<file path="config.mk">
export PLATFORM = sky130hd
export DESIGN_NAME = nnis_ctrl
export DESIGN_NICKNAME = d
export VERILOG_FILES = /design/src/rtl/nearest_neighbour_image_scaler_unit_assert.svh /design/src/rtl/nnis_pkg.sv /design/src/rtl/nnis_ctrl.sv
export SDC_FILE = /design/constraint.sdc
export NUM_CORES = 1
export LEC_CHECK = 0
export BUFFER_PORTS_ARGS = -buffer_cell sky130_fd_sc_hd__buf_2
export CAP_MARGIN = 20
export CORE_ASPECT_RATIO = 0.9
export CORE_MARGIN = 2
export CORE_UTILIZATION = 25
export CTS_CLUSTER_DIAMETER = 30
export DETAILED_ROUTE_END_ITERATION = 6
export PLACE_DENSITY = 0.51
export SYNTH_ARGS = -nofsm -noshare
export SYNTH_HDL_FRONTEND = slang
export SYNTH_SLANG_ARGS = --single-unit
</file>
<file path="constraint.sdc">
create_clock -name clk -period 4.5 [get_ports clk]
set_clock_uncertainty 0.15 [all_clocks]
set_input_delay 0.225 -clock clk [delete_from_list [all_inputs] [get_ports clk]]
set_output_delay 0.225 -clock clk [all_outputs]
set_load 0.1 [all_outputs]
</file>
<file path="src/rtl/nearest_neighbour_image_scaler_unit_assert.svh">
// Assertion macros used by the scaler datapath.
// Each macro samples on the rising edge of clk and is disabled during rst.
`ifndef NEAREST_NEIGHBOUR_IMAGE_SCALER_UNIT_ASSERT_SVH
`define NEAREST_NEIGHBOUR_IMAGE_SCALER_UNIT_ASSERT_SVH

// Same-cycle implication.
`define NNIS_ASSERT_IMP(label, ante, cons, msg) \
  label: assert property (@(posedge clk) disable iff (rst) (ante) |-> (cons)) \
    else $error(msg);

// Next-cycle implication.
`define NNIS_ASSERT_NXT(label, ante, cons, msg) \
  label: assert property (@(posedge clk) disable iff (rst) (ante) |=> (cons)) \
    else $error(msg);

`endif

</file>
<file path="src/rtl/nnis_pkg.sv">
package nnis_pkg;

  localparam int MAX_SRC_DIM_DEF    = 256;
  localparam int MAX_DST_DIM_DEF    = 4096;
  localparam int STEP_FRAC_BITS_DEF = 16;

  localparam int PIX_BYTES  = 4;
  localparam int PIX_W      = 8 * PIX_BYTES;
  localparam int SRC_CFG_W  = 9;
  localparam int DST_CFG_W  = 13;
  localparam int STEP_W     = 32;
  localparam int CFG_IDX_W  = 3;
  localparam int CFG_DATA_W = 32;

  // Register indexes of the configuration port.
  typedef enum logic [CFG_IDX_W-1:0] {
    REG_SOURCE_WIDTH  = 3'd0,
    REG_SOURCE_HEIGHT = 3'd1,
    REG_TARGET_WIDTH  = 3'd2,
    REG_TARGET_HEIGHT = 3'd3,
    REG_STEP_X        = 3'd4,
    REG_STEP_Y        = 3'd5
  } reg_idx_t;

  // Request function codes.
  localparam logic FUNC_LOAD = 1'b0;
  localparam logic FUNC_EMIT = 1'b1;

  typedef struct packed {
    logic             func;
    logic [PIX_W-1:0] pixel_in;
  } item_t;

  typedef struct packed {
    logic [PIX_W-1:0] pixel_out;
    logic             frame_last;
  } result_t;

  typedef enum logic [3:0] {
    ST_IDLE,
    ST_LOAD,
    ST_LOAD_DIV,
    ST_MUL,
    ST_MAG,
    ST_MAP,
    ST_MAP_DIV,
    ST_ROW,
    ST_READ,
    ST_SEND
  } ctrl_state_t;

  // Controller to datapath.
  typedef struct packed {
    logic capture;        // latch the accepted request and the normalized counters
    logic load_write;     // write the held pixel into the store
    logic load_from_rem;  // take the store address from the remainder unit
    logic div_start;      // start the remainder unit
    logic div_load;       // remainder operands: load pointer / frame size
    logic axis;           // 0: column, 1: row
    logic mul;            // register coordinate times step
    logic mag;            // register magnitude of the product
    logic map_set;        // register mapped coordinate, no division needed
    logic map_fix;        // register mapped coordinate from the remainder
    logic row_mul;        // register row base address
    logic rd_issue;       // read the store
    logic deliver;        // load the result register, advance the counters
  } dp_cmd_t;

  // Datapath to controller.
  typedef struct packed {
    logic item_func;
    logic dst_empty;
    logic ptr_ge_frame;
    logic need_div;
    logic div_done;
    logic out_free;
  } dp_status_t;

endpackage

</file>
<file path="src/rtl/nnis_ctrl.sv">
module nnis_ctrl (
  input  logic                 clk,
  input  logic                 rst,
  input  logic                 item_valid,
  output logic                 item_ready,
  input  nnis_pkg::dp_status_t status,
  output nnis_pkg::dp_cmd_t    cmd
);

  import nnis_pkg::*;

  ctrl_state_t state, state_next;
  logic        axis, axis_next;

  always_ff @(posedge clk) begin
    if (rst) begin
      state <= ST_IDLE;
      axis  <= 1'b0;
    end else begin
      state <= state_next;
      axis  <= axis_next;
    end
  end

  always_comb begin
    state_next = state;
    axis_next  = axis;
    item_ready = 1'b0;
    cmd        = '0;
    cmd.axis   = axis;
    unique case (state)
      ST_IDLE: begin
        item_ready = 1'b1;
        if (item_valid) begin
          cmd.capture = 1'b1;
          axis_next   = 1'b0;
          if (status.item_func == FUNC_LOAD) begin
            state_next = ST_LOAD;
          end else if (!status.dst_empty) begin
            state_next = ST_MUL;
          end
        end
      end
      ST_LOAD: begin
        cmd.div_load = 1'b1;
        if (status.ptr_ge_frame) begin
          cmd.div_start = 1'b1;
          state_next    = ST_LOAD_DIV;
        end else begin
          cmd.load_write = 1'b1;
          state_next     = ST_IDLE;
        end
      end
      ST_LOAD_DIV: begin
        cmd.div_load = 1'b1;
        if (status.div_done) begin
          cmd.load_write    = 1'b1;
          cmd.load_from_rem = 1'b1;
          state_next        = ST_IDLE;
        end
      end
      ST_MUL: begin
        cmd.mul    = 1'b1;
        state_next = ST_MAG;
      end
      ST_MAG: begin
        cmd.mag    = 1'b1;
        state_next = ST_MAP;
      end
      ST_MAP: begin
        if (status.need_div) begin
          cmd.div_start = 1'b1;
          state_next    = ST_MAP_DIV;
        end else begin
          cmd.map_set = 1'b1;
          axis_next   = 1'b1;
          state_next  = axis ? ST_ROW : ST_MUL;
        end
      end
      ST_MAP_DIV: begin
        if (status.div_done) begin
          cmd.map_fix = 1'b1;
          axis_next   = 1'b1;
          state_next  = axis ? ST_ROW : ST_MUL;
        end
      end
      ST_ROW: begin
        cmd.row_mul = 1'b1;
        state_next  = ST_READ;
      end
      ST_READ: begin
        cmd.rd_issue = 1'b1;
        state_next   = ST_SEND;
      end
      ST_SEND: begin
        if (status.out_free) begin
          cmd.deliver = 1'b1;
          state_next  = ST_IDLE;
        end
      end
      default: begin
        state_next = ST_IDLE;
      end
    endcase
  end

endmodule

</file>
==> out/metrics.cfg <==
[timing]
fmax_mhz=415
slew_headroom=0.641
slew_violations=0
fin_setup_tns_ps=0
min_period_ps=2410
setup-violations-final=0
min_period_over_period=0.536
hold_violations=0
worstMarginPinSlew_ps=537
grt_setup_unrepaired=false

[synthesis]
async_flop_share=0
synth_ff_type=dfxtp_1
synth_seq_cells=5
synth_area_per_cell_um2=7.60
ys_seq_area_frac=0.206
syn-num-nets=73
postSynthCellCount=64
yosysWarnings=0
synth_edf_count=0
synth_cell_type_count=35
synth_area_um2=487

[cts]
clk_pin_slew_worst_paths_ps=50
clock-sinks=5
insertion_delay_ps=250
cts_hold_buf=0
htreeDepth=1
cts-root-buf=clkbuf_4
cts-resized-gates=0
tritoncts=yes
numCtsBuffers=3
clockBufferDepth=2
cts_setup_buffers=0

[detailed_routing]
vias_per_cell=5.01
routed-via-count=546
drtIter0Drc=5
ant_nets=0
routed_wl_um=1360
wire_per_inst_um=12.4
drc=0
drt_first_pass_iters=2

[final_layout]
nFillCells=228
area.sequential_um2=100
synthToLayoutAreaGrowth_pct=24.4
diodes=0
fin_util=0.323
drive_gt1_frac=0.369
nets=94
multiInputGateArea_um2=334

[place]
dp_hpwl_um=1000
io_buffers=22
gp_congestion=0.772

[global_route]
grt_max_degree=17
antenna_found_initial=0
grt_use_total=0.116
grt_pass1_wl_um=2040
grt_pass1_vias=442
overflow=0

[critical_path]
critPathKind=reg -> out
worstPathMaxFanout=16
critPathSlowestCell=dfxtp_1
cp_top_family=flip-flops
cp.arrival_ps=2040
start_kind=register
crit_buf_inv=1
cp.depth=4
end_kind=output pin
crit_required_ps=4120
r2r_cells=3
cp_cell_sequence=nand2b_1 -> o21a_1 -> nor3_1 -> buf_2
max_stage_delay_ps=650

[floorplanning]
num_rows=15
io_pins=23
fp.dieH_um=45.9
start_util=0.259
die_w_um=50.5
coreArea_um2=1880
dieArea_um2=2320

[pwr]
powerDensity_nw_per_um2=440
ir_drop_mv=0.202
p_leak_nw=0.261

[min_path]
whs_path_depth=2
hold_path.class=in -> reg

[flow_run]
max_cap_violations=0

[outcome]
run_status=finished clean

[worst register-to-register path: stages (launching register included)]
cell	delay [ps]
dfxtp_1	630
nand2b_1	270
or4_1	520
o21ai_1	90
[flip-flops by register name, summed over array words and instances, names as in the netlist]
| signal | cells |
|---|---|
| state | 4 |
| axis | 1 |
[layout by cell type (no fill, tap or decap), drive strengths merged, types with 4 or more instances in the layout]
cell	Yosys	routed
buf	6	22
nor3	9	9
nor2	7	7
dfxtp	5	5
nand2b	5	5
clkbuf	0	4
[final timing paths]
| check | start | endpoint | slack [ps] |
|---|---|---|---|
| worst max-delay path | state[0] | cmd[11] | 2090 |
| worst min-delay path | rst | state[0] | 80 |
| worst max register to register | state[2] | state[2] | 2770 |
| worst min register to register | axis | axis | 330 |
[cells in the mapped netlist, types with 2 or more instances]
cell      instances  area share
nor3_1            8       0.082
nor2_1            7       0.054
buf_4             5       0.077
dfxtp_1           5        0.21
nand2b_1          4       0.051
a211oi_1          2       0.031
a21oi_1           2       0.021
nand2_1           2       0.015
o21ai_1           2       0.021
or4_1             2       0.031
[where the power goes]
group / internal (W) / leakage, nW / total (W) / switching (W)
registers: 0.0000482 / 0.0407 / 0.0000626 / 0.0000145
logic: 0.0000327 / 0.205 / 0.000150 / 0.000117
clock network: 0.0000336 / 0.0150 / 0.0000538 / 0.0000201
[cell type report]
| type | count | area share |
|---|---|---|
| flip-flops and latches | 5 | 0.165 |
| repair buffers | 22 | 0.182 |
| clock buffers | 4 | 0.0434 |
| well taps | 25 | 0.0517 |
| multi-input cells | 52 | 0.552 |
| inverters | 1 | 0.00620 |
[routing by layer]
metal | wire length (um) | global-route usage | up-vias
met5 | 0 | 0 | -
met4 | 0 | 0.00541 | 0
met3 | 78 | 0.0428 | 0
met2 | 589 | 0.158 | 18
met1 | 687 | 0.177 | 249
li1 | - | - | 279
[cells by family (layout without fill, tap and decap cells)]
| family | after synthesis | in the layout | share of synthesized area |
|---|---|---|---|
| compound gates | 16 | 16 | 0.237 |
| mux | 1 | 1 | 0.0206 |
| buf+inv | 7 | 27 | 0.108 |
| flops | 5 | 5 | 0.206 |
| simple gates | 35 | 35 | 0.429 |
[through the flow]
step | hold slack, ps | power, W | std cells | cell area [um^2] | setup WS, ps
after global placement | 324 | 0.000213 | 105 | 579 | 2370
final | 77.5 | 0.000267 | 109 | 606 | 2090
after detailed placement | 323 | 0.000213 | 105 | 579 | 2350
after CTS | 68.8 | 0.000267 | 109 | 606 | 2100
after floorplan | 147 | 0.000195 | 64 | 487 | 803
after global routing | 80.9 | 0.000279 | 109 | 606 | 1960
Power figures use the tool's default switching activity.
